File: src/rtl/core/shs_pkg.sv
// Shared types and constants of the SHA-256 stream hasher.
`default_nettype none

package shs_pkg;

    localparam int QUEUE_DEPTH_DEF = 4;
    localparam int BLOCK_BYTES     = 64;
    localparam int LEN_START       = 56;
    localparam int ROUNDS          = 64;
    localparam int DIGEST_WORDS    = 8;

    localparam logic [7:0] PAD_BYTE = 8'h80;

    localparam logic [31:0] ROUND_K [ROUNDS] = '{
        32'h428A2F98, 32'h71374491, 32'hB5C0FBCF, 32'hE9B5DBA5,
        32'h3956C25B, 32'h59F111F1, 32'h923F82A4, 32'hAB1C5ED5,
        32'hD807AA98, 32'h12835B01, 32'h243185BE, 32'h550C7DC3,
        32'h72BE5D74, 32'h80DEB1FE, 32'h9BDC06A7, 32'hC19BF174,
        32'hE49B69C1, 32'hEFBE4786, 32'h0FC19DC6, 32'h240CA1CC,
        32'h2DE92C6F, 32'h4A7484AA, 32'h5CB0A9DC, 32'h76F988DA,
        32'h983E5152, 32'hA831C66D, 32'hB00327C8, 32'hBF597FC7,
        32'hC6E00BF3, 32'hD5A79147, 32'h06CA6351, 32'h14292967,
        32'h27B70A85, 32'h2E1B2138, 32'h4D2C6DFC, 32'h53380D13,
        32'h650A7354, 32'h766A0ABB, 32'h81C2C92E, 32'h92722C85,
        32'hA2BFE8A1, 32'hA81A664B, 32'hC24B8B70, 32'hC76C51A3,
        32'hD192E819, 32'hD6990624, 32'hF40E3585, 32'h106AA070,
        32'h19A4C116, 32'h1E376C08, 32'h2748774C, 32'h34B0BCB5,
        32'h391C0CB3, 32'h4ED8AA4A, 32'h5B9CCA4F, 32'h682E6FF3,
        32'h748F82EE, 32'h78A5636F, 32'h84C87814, 32'h8CC70208,
        32'h90BEFFFA, 32'hA4506CEB, 32'hBEF9A3F7, 32'hC67178F2
    };

    localparam logic [31:0] HASH_IV [DIGEST_WORDS] = '{
        32'h6A09E667, 32'hBB67AE85, 32'h3C6EF372, 32'hA54FF53A,
        32'h510E527F, 32'h9B05688C, 32'h1F83D9AB, 32'h5BE0CD19
    };

    typedef struct packed {
        logic [7:0] data_byte;
        logic       byte_present;
        logic       message_end;
    } shs_item_t;

    typedef enum logic [2:0] {
        ST_IDLE,
        ST_PAD,
        ST_COMP,
        ST_FOLD,
        ST_OUT
    } shs_state_t;

endpackage

`default_nettype wire

File: src/rtl/core/sha256_stream_hasher_top.sv
// Top level of the SHA-256 stream hasher: input queue and hashing back end.
// Message bytes are shifted into a 64-byte block; each full block is then hashed in
// the one-round-per-cycle compression loop, during which no new bytes are taken.
// At message end padding adds one or two compressions, then eight digest beats
// follow, one per cycle while m_ready is high.
// Synchronous active-low reset empties the queue and restores the initial hash.
`default_nettype none

module sha256_stream_hasher_top
    import shs_pkg::*;
#(
    parameter int QUEUE_DEPTH = QUEUE_DEPTH_DEF
) (
    input  wire logic        aclk,
    input  wire logic        aresetn,
    input  wire logic [7:0]  s_data_byte,
    input  wire logic        s_byte_present,
    input  wire logic        s_message_end,
    input  wire logic        s_valid,
    output logic             s_ready,
    output logic [31:0]      m_digest_word,
    output logic [2:0]       m_word_number,
    output logic             m_final_word,
    output logic             m_valid,
    input  wire logic        m_ready
);

    logic      q_valid;
    logic      q_ready;
    shs_item_t q_item;

    shs_front #(
        .QUEUE_DEPTH(QUEUE_DEPTH)
    ) u_front (
        .aclk          (aclk),
        .aresetn       (aresetn),
        .s_data_byte   (s_data_byte),
        .s_byte_present(s_byte_present),
        .s_message_end (s_message_end),
        .s_valid       (s_valid),
        .s_ready       (s_ready),
        .q_valid       (q_valid),
        .q_ready       (q_ready),
        .q_item        (q_item)
    );

    shs_back u_back (
        .aclk         (aclk),
        .aresetn      (aresetn),
        .q_valid      (q_valid),
        .q_ready      (q_ready),
        .q_item       (q_item),
        .m_digest_word(m_digest_word),
        .m_word_number(m_word_number),
        .m_final_word (m_final_word),
        .m_valid      (m_valid),
        .m_ready      (m_ready)
    );

`ifndef SYNTHESIS
    a_final_is_last: assert property (@(posedge aclk) disable iff (!aresetn)
        m_valid && m_final_word |-> m_word_number == 3'd7)
        else $error("final digest beat not on word seven");

    a_digest_done: assert property (@(posedge aclk) disable iff (!aresetn)
        m_valid && m_ready && m_final_word |=> !m_valid)
        else $error("digest beats continue after the final word");

    a_word_order: assert property (@(posedge aclk) disable iff (!aresetn)
        m_valid && m_ready && !m_final_word |=>
            m_valid && (m_word_number == 3'($past(m_word_number) + 3'd1)))
        else $error("digest words out of order");
`endif

endmodule

`default_nettype wire

File: src/rtl/core/shs_front.sv
// Input front: drops empty beats and queues message beats for the back end.
`default_nettype none

module shs_front
    import shs_pkg::*;
#(
    parameter int QUEUE_DEPTH = QUEUE_DEPTH_DEF
) (
    input  wire logic       aclk,
    input  wire logic       aresetn,
    input  wire logic [7:0] s_data_byte,
    input  wire logic       s_byte_present,
    input  wire logic       s_message_end,
    input  wire logic       s_valid,
    output logic            s_ready,
    output logic            q_valid,
    input  wire logic       q_ready,
    output shs_item_t       q_item
);

    localparam int PTR_W = $clog2(QUEUE_DEPTH);
    localparam int CNT_W = $clog2(QUEUE_DEPTH + 1);
    localparam logic [PTR_W-1:0] LAST_PTR = PTR_W'(QUEUE_DEPTH - 1);

    shs_item_t            queue_reg [QUEUE_DEPTH];
    logic [PTR_W-1:0]     wr_ptr_reg, wr_ptr_next;
    logic [PTR_W-1:0]     rd_ptr_reg, rd_ptr_next;
    logic [CNT_W-1:0]     count_reg, count_next;
    logic                 push;
    logic                 pop;
    logic                 useful;

    assign useful  = s_byte_present | s_message_end;
    assign s_ready = (count_reg != CNT_W'(QUEUE_DEPTH));
    assign push    = s_valid & s_ready & useful;
    assign q_valid = (count_reg != '0);
    assign pop     = q_valid & q_ready;
    assign q_item  = queue_reg[rd_ptr_reg];

    always_comb begin
        wr_ptr_next = wr_ptr_reg;
        rd_ptr_next = rd_ptr_reg;
        if (push) begin
            wr_ptr_next = (wr_ptr_reg == LAST_PTR) ? '0 : wr_ptr_reg + PTR_W'(1);
        end
        if (pop) begin
            rd_ptr_next = (rd_ptr_reg == LAST_PTR) ? '0 : rd_ptr_reg + PTR_W'(1);
        end
        count_next  = count_reg;
        if (push && !pop) begin
            count_next = count_reg + CNT_W'(1);
        end else if (pop && !push) begin
            count_next = count_reg - CNT_W'(1);
        end
    end

    always_ff @(posedge aclk) begin
        if (!aresetn) begin
            wr_ptr_reg <= '0;
            rd_ptr_reg <= '0;
            count_reg  <= '0;
        end else begin
            wr_ptr_reg <= wr_ptr_next;
            rd_ptr_reg <= rd_ptr_next;
            count_reg  <= count_next;
        end
    end

    always_ff @(posedge aclk) begin
        if (push) begin
            queue_reg[wr_ptr_reg] <= '{data_byte: s_data_byte,
                                       byte_present: s_byte_present,
                                       message_end: s_message_end};
        end
    end

endmodule

`default_nettype wire

File: src/rtl/core/shs_back.sv
// Back end: block loading, padding, 64-round compression and digest output.
`default_nettype none

module shs_back
    import shs_pkg::*;
(
    input  wire logic        aclk,
    input  wire logic        aresetn,
    input  wire logic        q_valid,
    output logic             q_ready,
    input  wire shs_item_t   q_item,
    output logic [31:0]      m_digest_word,
    output logic [2:0]       m_word_number,
    output logic             m_final_word,
    output logic             m_valid,
    input  wire logic        m_ready
);

    localparam logic [5:0] LAST_FILL  = 6'(BLOCK_BYTES - 1);
    localparam logic [5:0] LEN_FILL   = 6'(LEN_START);
    localparam logic [5:0] LAST_ROUND = 6'(ROUNDS - 1);
    localparam logic [2:0] LAST_WORD  = 3'(DIGEST_WORDS - 1);

    shs_state_t    state_reg, state_next;
    logic [5:0]    fill_reg, fill_next;
    logic [60:0]   cnt_reg, cnt_next;
    logic [511:0]  blk_reg, blk_next;
    logic [31:0]   v_reg [DIGEST_WORDS];
    logic [31:0]   v_next [DIGEST_WORDS];
    logic [31:0]   h_reg [DIGEST_WORDS];
    logic [31:0]   h_next [DIGEST_WORDS];
    logic [5:0]    rnd_reg, rnd_next;
    logic [63:0]   len_reg, len_next;
    logic          pad_first_reg, pad_first_next;
    logic          len_ok_reg, len_ok_next;
    logic          end_pend_reg, end_pend_next;
    logic [2:0]    out_idx_reg, out_idx_next;

    logic [7:0]    pad_byte;
    logic          len_phase;
    logic [31:0]   w_new;
    logic [31:0]   t1;
    logic [31:0]   t2;

    function automatic logic [31:0] ror(input logic [31:0] x, input int n);
        return (x >> n) | (x << (32 - n));
    endfunction

    function automatic logic [31:0] sig0(input logic [31:0] x);
        return ror(x, 7) ^ ror(x, 18) ^ (x >> 3);
    endfunction

    function automatic logic [31:0] sig1(input logic [31:0] x);
        return ror(x, 17) ^ ror(x, 19) ^ (x >> 10);
    endfunction

    function automatic logic [31:0] bsig0(input logic [31:0] x);
        return ror(x, 2) ^ ror(x, 13) ^ ror(x, 22);
    endfunction

    function automatic logic [31:0] bsig1(input logic [31:0] x);
        return ror(x, 6) ^ ror(x, 11) ^ ror(x, 25);
    endfunction

    assign len_phase = len_ok_reg && (fill_reg >= LEN_FILL);
    assign pad_byte  = pad_first_reg ? PAD_BYTE : (len_phase ? len_reg[63:56] : 8'h00);

    // Schedule taps: word 0 is W[t-16], 1 is W[t-15], 9 is W[t-7], 14 is W[t-2].
    always_comb begin
        if (rnd_reg < 6'd16) begin
            w_new = blk_reg[511:480];
        end else begin
            w_new = blk_reg[511:480] + sig0(blk_reg[479:448]) + blk_reg[223:192]
                  + sig1(blk_reg[63:32]);
        end
        t1 = v_reg[7] + bsig1(v_reg[4]) + ((v_reg[4] & v_reg[5]) ^ (~v_reg[4] & v_reg[6]))
           + ROUND_K[rnd_reg] + w_new;
        t2 = bsig0(v_reg[0])
           + ((v_reg[0] & v_reg[1]) ^ (v_reg[0] & v_reg[2]) ^ (v_reg[1] & v_reg[2]));
    end

    always_comb begin
        state_next = state_reg;
        unique case (state_reg)
            ST_IDLE: begin
                if (q_valid) begin
                    if (q_item.byte_present && fill_reg == LAST_FILL) begin
                        state_next = ST_COMP;
                    end else if (q_item.message_end) begin
                        state_next = ST_PAD;
                    end
                end
            end
            ST_PAD: begin
                if (fill_reg == LAST_FILL) begin
                    state_next = ST_COMP;
                end
            end
            ST_COMP: begin
                if (rnd_reg == LAST_ROUND) begin
                    state_next = ST_FOLD;
                end
            end
            ST_FOLD: begin
                if (len_ok_reg) begin
                    state_next = ST_OUT;
                end else if (end_pend_reg) begin
                    state_next = ST_PAD;
                end else begin
                    state_next = ST_IDLE;
                end
            end
            ST_OUT: begin
                if (m_ready && out_idx_reg == LAST_WORD) begin
                    state_next = ST_IDLE;
                end
            end
            default: state_next = ST_IDLE;
        endcase
    end

    always_comb begin
        fill_next      = fill_reg;
        cnt_next       = cnt_reg;
        blk_next       = blk_reg;
        rnd_next       = rnd_reg;
        len_next       = len_reg;
        pad_first_next = pad_first_reg;
        len_ok_next    = len_ok_reg;
        end_pend_next  = end_pend_reg;
        out_idx_next   = out_idx_reg;
        v_next         = v_reg;
        h_next         = h_reg;
        q_ready        = 1'b0;
        unique case (state_reg)
            ST_IDLE: begin
                q_ready = 1'b1;
                if (q_valid) begin
                    if (q_item.byte_present) begin
                        blk_next  = {blk_reg[503:0], q_item.data_byte};
                        fill_next = fill_reg + 6'd1;
                        cnt_next  = cnt_reg + 61'd1;
                        if (fill_reg == LAST_FILL) begin
                            v_next        = h_reg;
                            rnd_next      = '0;
                            len_ok_next   = 1'b0;
                            end_pend_next = q_item.message_end;
                        end
                    end
                    pad_first_next = q_item.message_end;
                end
            end
            ST_PAD: begin
                blk_next  = {blk_reg[503:0], pad_byte};
                fill_next = fill_reg + 6'd1;
                if (pad_first_reg) begin
                    len_next       = {cnt_reg, 3'b000};
                    len_ok_next    = (fill_reg < LEN_FILL);
                    pad_first_next = 1'b0;
                end else if (len_phase) begin
                    len_next = {len_reg[55:0], 8'h00};
                end
                if (fill_reg == LAST_FILL) begin
                    v_next        = h_reg;
                    rnd_next      = '0;
                    end_pend_next = 1'b1;
                    if (pad_first_reg) begin
                        len_ok_next = 1'b0;
                    end
                end
            end
            ST_COMP: begin
                blk_next = {blk_reg[479:0], w_new};
                rnd_next = rnd_reg + 6'd1;
                v_next[7] = v_reg[6];
                v_next[6] = v_reg[5];
                v_next[5] = v_reg[4];
                v_next[4] = v_reg[3] + t1;
                v_next[3] = v_reg[2];
                v_next[2] = v_reg[1];
                v_next[1] = v_reg[0];
                v_next[0] = t1 + t2;
            end
            ST_FOLD: begin
                for (int i = 0; i < DIGEST_WORDS; i++) begin
                    h_next[i] = h_reg[i] + v_reg[i];
                end
                out_idx_next = '0;
                if (!len_ok_reg && end_pend_reg) begin
                    len_ok_next = 1'b1;
                end
            end
            ST_OUT: begin
                if (m_ready) begin
                    out_idx_next = out_idx_reg + 3'd1;
                    if (out_idx_reg == LAST_WORD) begin
                        h_next        = HASH_IV;
                        cnt_next      = '0;
                        fill_next     = '0;
                        len_ok_next   = 1'b0;
                        end_pend_next = 1'b0;
                    end
                end
            end
            default: begin
                q_ready = 1'b0;
            end
        endcase
    end

    assign m_valid       = (state_reg == ST_OUT);
    assign m_digest_word = h_reg[out_idx_reg];
    assign m_word_number = out_idx_reg;
    assign m_final_word  = (out_idx_reg == LAST_WORD);

    always_ff @(posedge aclk) begin
        if (!aresetn) begin
            state_reg     <= ST_IDLE;
            fill_reg      <= '0;
            cnt_reg       <= '0;
            rnd_reg       <= '0;
            pad_first_reg <= 1'b0;
            len_ok_reg    <= 1'b0;
            end_pend_reg  <= 1'b0;
            out_idx_reg   <= '0;
            h_reg         <= HASH_IV;
        end else begin
            state_reg     <= state_next;
            fill_reg      <= fill_next;
            cnt_reg       <= cnt_next;
            rnd_reg       <= rnd_next;
            pad_first_reg <= pad_first_next;
            len_ok_reg    <= len_ok_next;
            end_pend_reg  <= end_pend_next;
            out_idx_reg   <= out_idx_next;
            h_reg         <= h_next;
        end
    end

    always_ff @(posedge aclk) begin
        blk_reg <= blk_next;
        len_reg <= len_next;
        v_reg   <= v_next;
    end

endmodule

`default_nettype wire

File: config.mk
export PLATFORM = sky130hd
export DESIGN_NAME = sha256_stream_hasher_top
export DESIGN_NICKNAME = d
export VERILOG_FILES = /design/src/rtl/core/shs_pkg.sv /design/src/rtl/core/sha256_stream_hasher_top.sv /design/src/rtl/core/shs_front.sv /design/src/rtl/core/shs_back.sv
export SDC_FILE = /design/constraint.sdc
export NUM_CORES = 2
export LEC_CHECK = 0
export CAP_MARGIN = 0
export CORE_UTILIZATION = 56
export DETAILED_ROUTE_END_ITERATION = 8
export DONT_BUFFER_PORTS = 1
export GPL_TIMING_DRIVEN = 1
export PLACE_DENSITY = 0.72
export REMOVE_ABC_BUFFERS = 1
export SETUP_SLACK_MARGIN = 0.5
export SYNTH_ARGS = -nofsm -noshare
export SYNTH_HDL_FRONTEND = slang
export SYNTH_SLANG_ARGS = --single-unit
File: constraint.sdc
create_clock -name aclk -period 99.1 [get_ports aclk]
set_clock_uncertainty 0.2 [all_clocks]
set_input_delay 0 -clock aclk [delete_from_list [all_inputs] [get_ports aclk]]
set_output_delay 0 -clock aclk [all_outputs]
set_load 0.02 [all_outputs]
==> impl_results.md <==
* Status: completed
* Most used cell, CP: a21oi_1
* Register Area at 0.0331 mm^2
* First-pass GRT wire length at 365 mm
* Most frequent cells in the layout: nand2_1 (2439), edfxtp_1 (869), o21ai_0 (431), ha_1 (412), inv_1 (391)
* Fmax at 0.0931 GHz
* Req. time, crit path at 99.38 ns
* Relative slew slack at 22.1%
* Flop2flop setup slack at 88.36 ns
* HPWL Detailed at 173 mm
* Mux share of post-synthesis cell area at 4.28%
* Synth Area in Compound Gates at 13.3%
* Post_cts resized at 0
* Via count at 62900
* Critical path startpoint: u_back.rnd_reg[0]
* Via density at 6.03
* Area share of and/or/nand/nor cells after synthesis at 18.2%
* Detail Route Antenna Nets at 0
* I/O pins at 52
* FF-to-FF End: u_back.v_reg[253]
* Largest net degree at the start of global routing at 207
* Post-layout nets at 9060
* Core area at 0.140 mm^2
* Sequential fraction of the synthesis area at 41.6%
* Setup Viol. Count Final at 0
* Ranking of synthesized cells by area: edfxtp_1 (33%), nand2_1 (12%), dfxtp_1 (8.8%)
* Most common cell after layout, fill and taps aside: nand2_1
* Predominant post-synthesis flop cell: edfxtp_1
* Critical path's slowest cell: a21oi_1
* Tcrit/Tclk final at 10.8%
* Post-CTS Setup Bufs at 0
* Area Overhead vs Synth at 7.58%
* Slew Viols, Final at 0
* Share of post-route cells with drive strength above 1 at 6.30%
* Num CTS Buffers at 141
* Mapped Area at 0.0794 mm^2
* Root buf cell: clkbuf_16
* Worst setup SP type: register
* Top-area cell type share of the netlist area at 32.9%
* FF-to-FF Start: u_back.rnd_reg[0]
* Area of the multi-input gates at 0.0431 mm^2
* Hold path cells at 5
* Hold EP: u_front.wr_ptr_reg[1]
* Post-Synth XOR/XNOR Area at 6.65%
* Max reg flops at 512
* # fillers at 12000
* Die width at 378 um
* Slowest cell delay on critical path at 0.63 ns
* Syn Area/Cell at 9.14 um^2
* Total die area at 0.143 mm^2
* Critical Path AT at 11.02 ns
* Final Hold Viols at 0
* Hold Path Class: in2reg
* Final TNS setup at 0 ns
* EDFF count, synth at 869
* Drc violations at 0
* Routability Congestion at 1.03
* Row cnt at 137
* Synth Instances at 8682
* R2R depth at 39
* DR iter-0 viols at 6510
* Port bufs at 0
* Yosys warns at 0
* Total wire length at 242 mm
* Largest family of logic cells by synthesized area: simple AND/OR/NAND/NOR gates
* Initial Utilization at 56.7%
* Cell taking the most area after synthesis: edfxtp_1
* Worst Setup End Kind: register
* CTS clk-pin slew, worst paths at 0.06 ns
* Vias in the first global route at 61000
* Max Cap Violations at 0
* Wire per inst at 23.2 um
* Tmin final at 10.74 ns
* Die Ht at 378 um
* Pre-antenna DRT Iters at 8
* Critical path class: reg2reg
* H-tree depth at 4
* GRT Residual Overflow at 0
* Total track usage at 33.4%
* # clock sinks at 1216
* Clock buffer depth at 3
* HP Start: s_valid
* Adder-cell share of the synthesized area at 11.7%
* #FFs+latches synth at 1216
* RSZ-0062 raised after global routing: no
* Worst-path maximum fanout at 30
* Initial antenna violation count at 7
* Clk_lat worst skew at 0.79 ns
* Clock tree from TritonCTS: done
* Post-synthesis cell type count at 103
* Slew @ Worst Pin at 1.17 ns
* Async S/R FF share, synth at 0%
final cells by class:
class	count	area share, %
antenna	1	0.00293
sequential	1216	38.7
timing repair buffer	104	1.07
inverter	393	1.74
clock inverter	66	0.800
multi-input combinational	6580	50.5
tap	1876	2.75
clock buffer	194	4.47
Yosys cell counts, types with 53 or more instances:
cell type	n
clkbuf_1	422
buf_1	68
mux4_2	83
o21bai_1	53
mux2_2	95
o21a_1	75
nor2_1	384
a21oi_1	387
nand2_1	2445
nor2b_1	99
xnor2_1	386
nand3_1	135
dfxtp_1	347
inv_1	392
ha_1	412
nor3_1	114
o21ai_0	431
fa_1	198
a21o_1	203
xor2_1	217
edfxtp_1	869
cells by family (layout without fill, tap and decap cells):
| logic type | Yosys count | after routing |
|---|---|---|
| flip-flops | 1216 | 1216 |
| multiplexers | 224 | 224 |
| AND/OR/NAND/NOR | 3469 | 3469 |
| adder cells (fa/ha/maj) | 628 | 628 |
| AO/OA/AOI/OAI | 1656 | 1656 |
| other | 0 | 1 |
| buffers and inverters | 886 | 757 |
| XOR/XNOR | 603 | 603 |
stage by stage:
| stage | utilization, % | cell area [um^2] | hold slack [ns] | std cells | setup WS (ns) |
|---|---|---|---|---|---|
| finish | 61.0 | 85400 | 0.0689 | 10400 | 88.36 |
| global placement | 57.6 | 80600 | -0.112 | 10100 | 88.66 |
| CTS | 61.0 | 85400 | 0.0257 | 10400 | 88.54 |
| global route | 61.0 | 85400 | 0.0738 | 10400 | 87.80 |
| floorplan | - | 77500 | -0.138 | 8189 | 46.67 |
| detailed placement | 57.6 | 80600 | -0.106 | 10100 | 88.58 |
per-layer routing:
metal | vias up | wire length (um) | global-route usage [%]
met5 | - | 33 | 0
met4 | 6 | 13900 | 17.5
met3 | 552 | 18100 | 5.07
met2 | 2526 | 112000 | 53.9
met1 | 30500 | 97700 | 43.5
li1 | 29400 | - | -
critical path, delay by kind of cell (launching register included):
kind	cells	cell delay (ns)
AO/OA/AOI/OAI	24	4.92
XOR/XNOR	2	0.40
adder cells (fa/ha/maj)	7	3.24
buffers and inverters	3	0.62
flip-flops	1	0.30
AND/OR/NAND/NOR	3	0.79
worst max-delay path by stage:
stage | slack [ns] | endpoint | cells after the start
2_1_floorplan | 46.67 | u_back.v_reg[0] | 5
4_1_cts | 88.54 | u_back.v_reg[253] | 39
3_5_place_dp | 88.58 | u_back.v_reg[253] | 39
3_3_place_gp | 88.66 | u_back.v_reg[254] | 37
5_1_grt | 87.80 | u_back.v_reg[253] | 39
6_report | 88.36 | u_back.v_reg[253] | 39
timing repair:
action	in CTS	in global routing
endpoints found under the hold margin	420	0
setup endpoints to repair	0	0
hold buffers	26	0
Power is not shown: default switching activity piles up to over one toggle a cycle in this logic, so the estimate is an artifact.
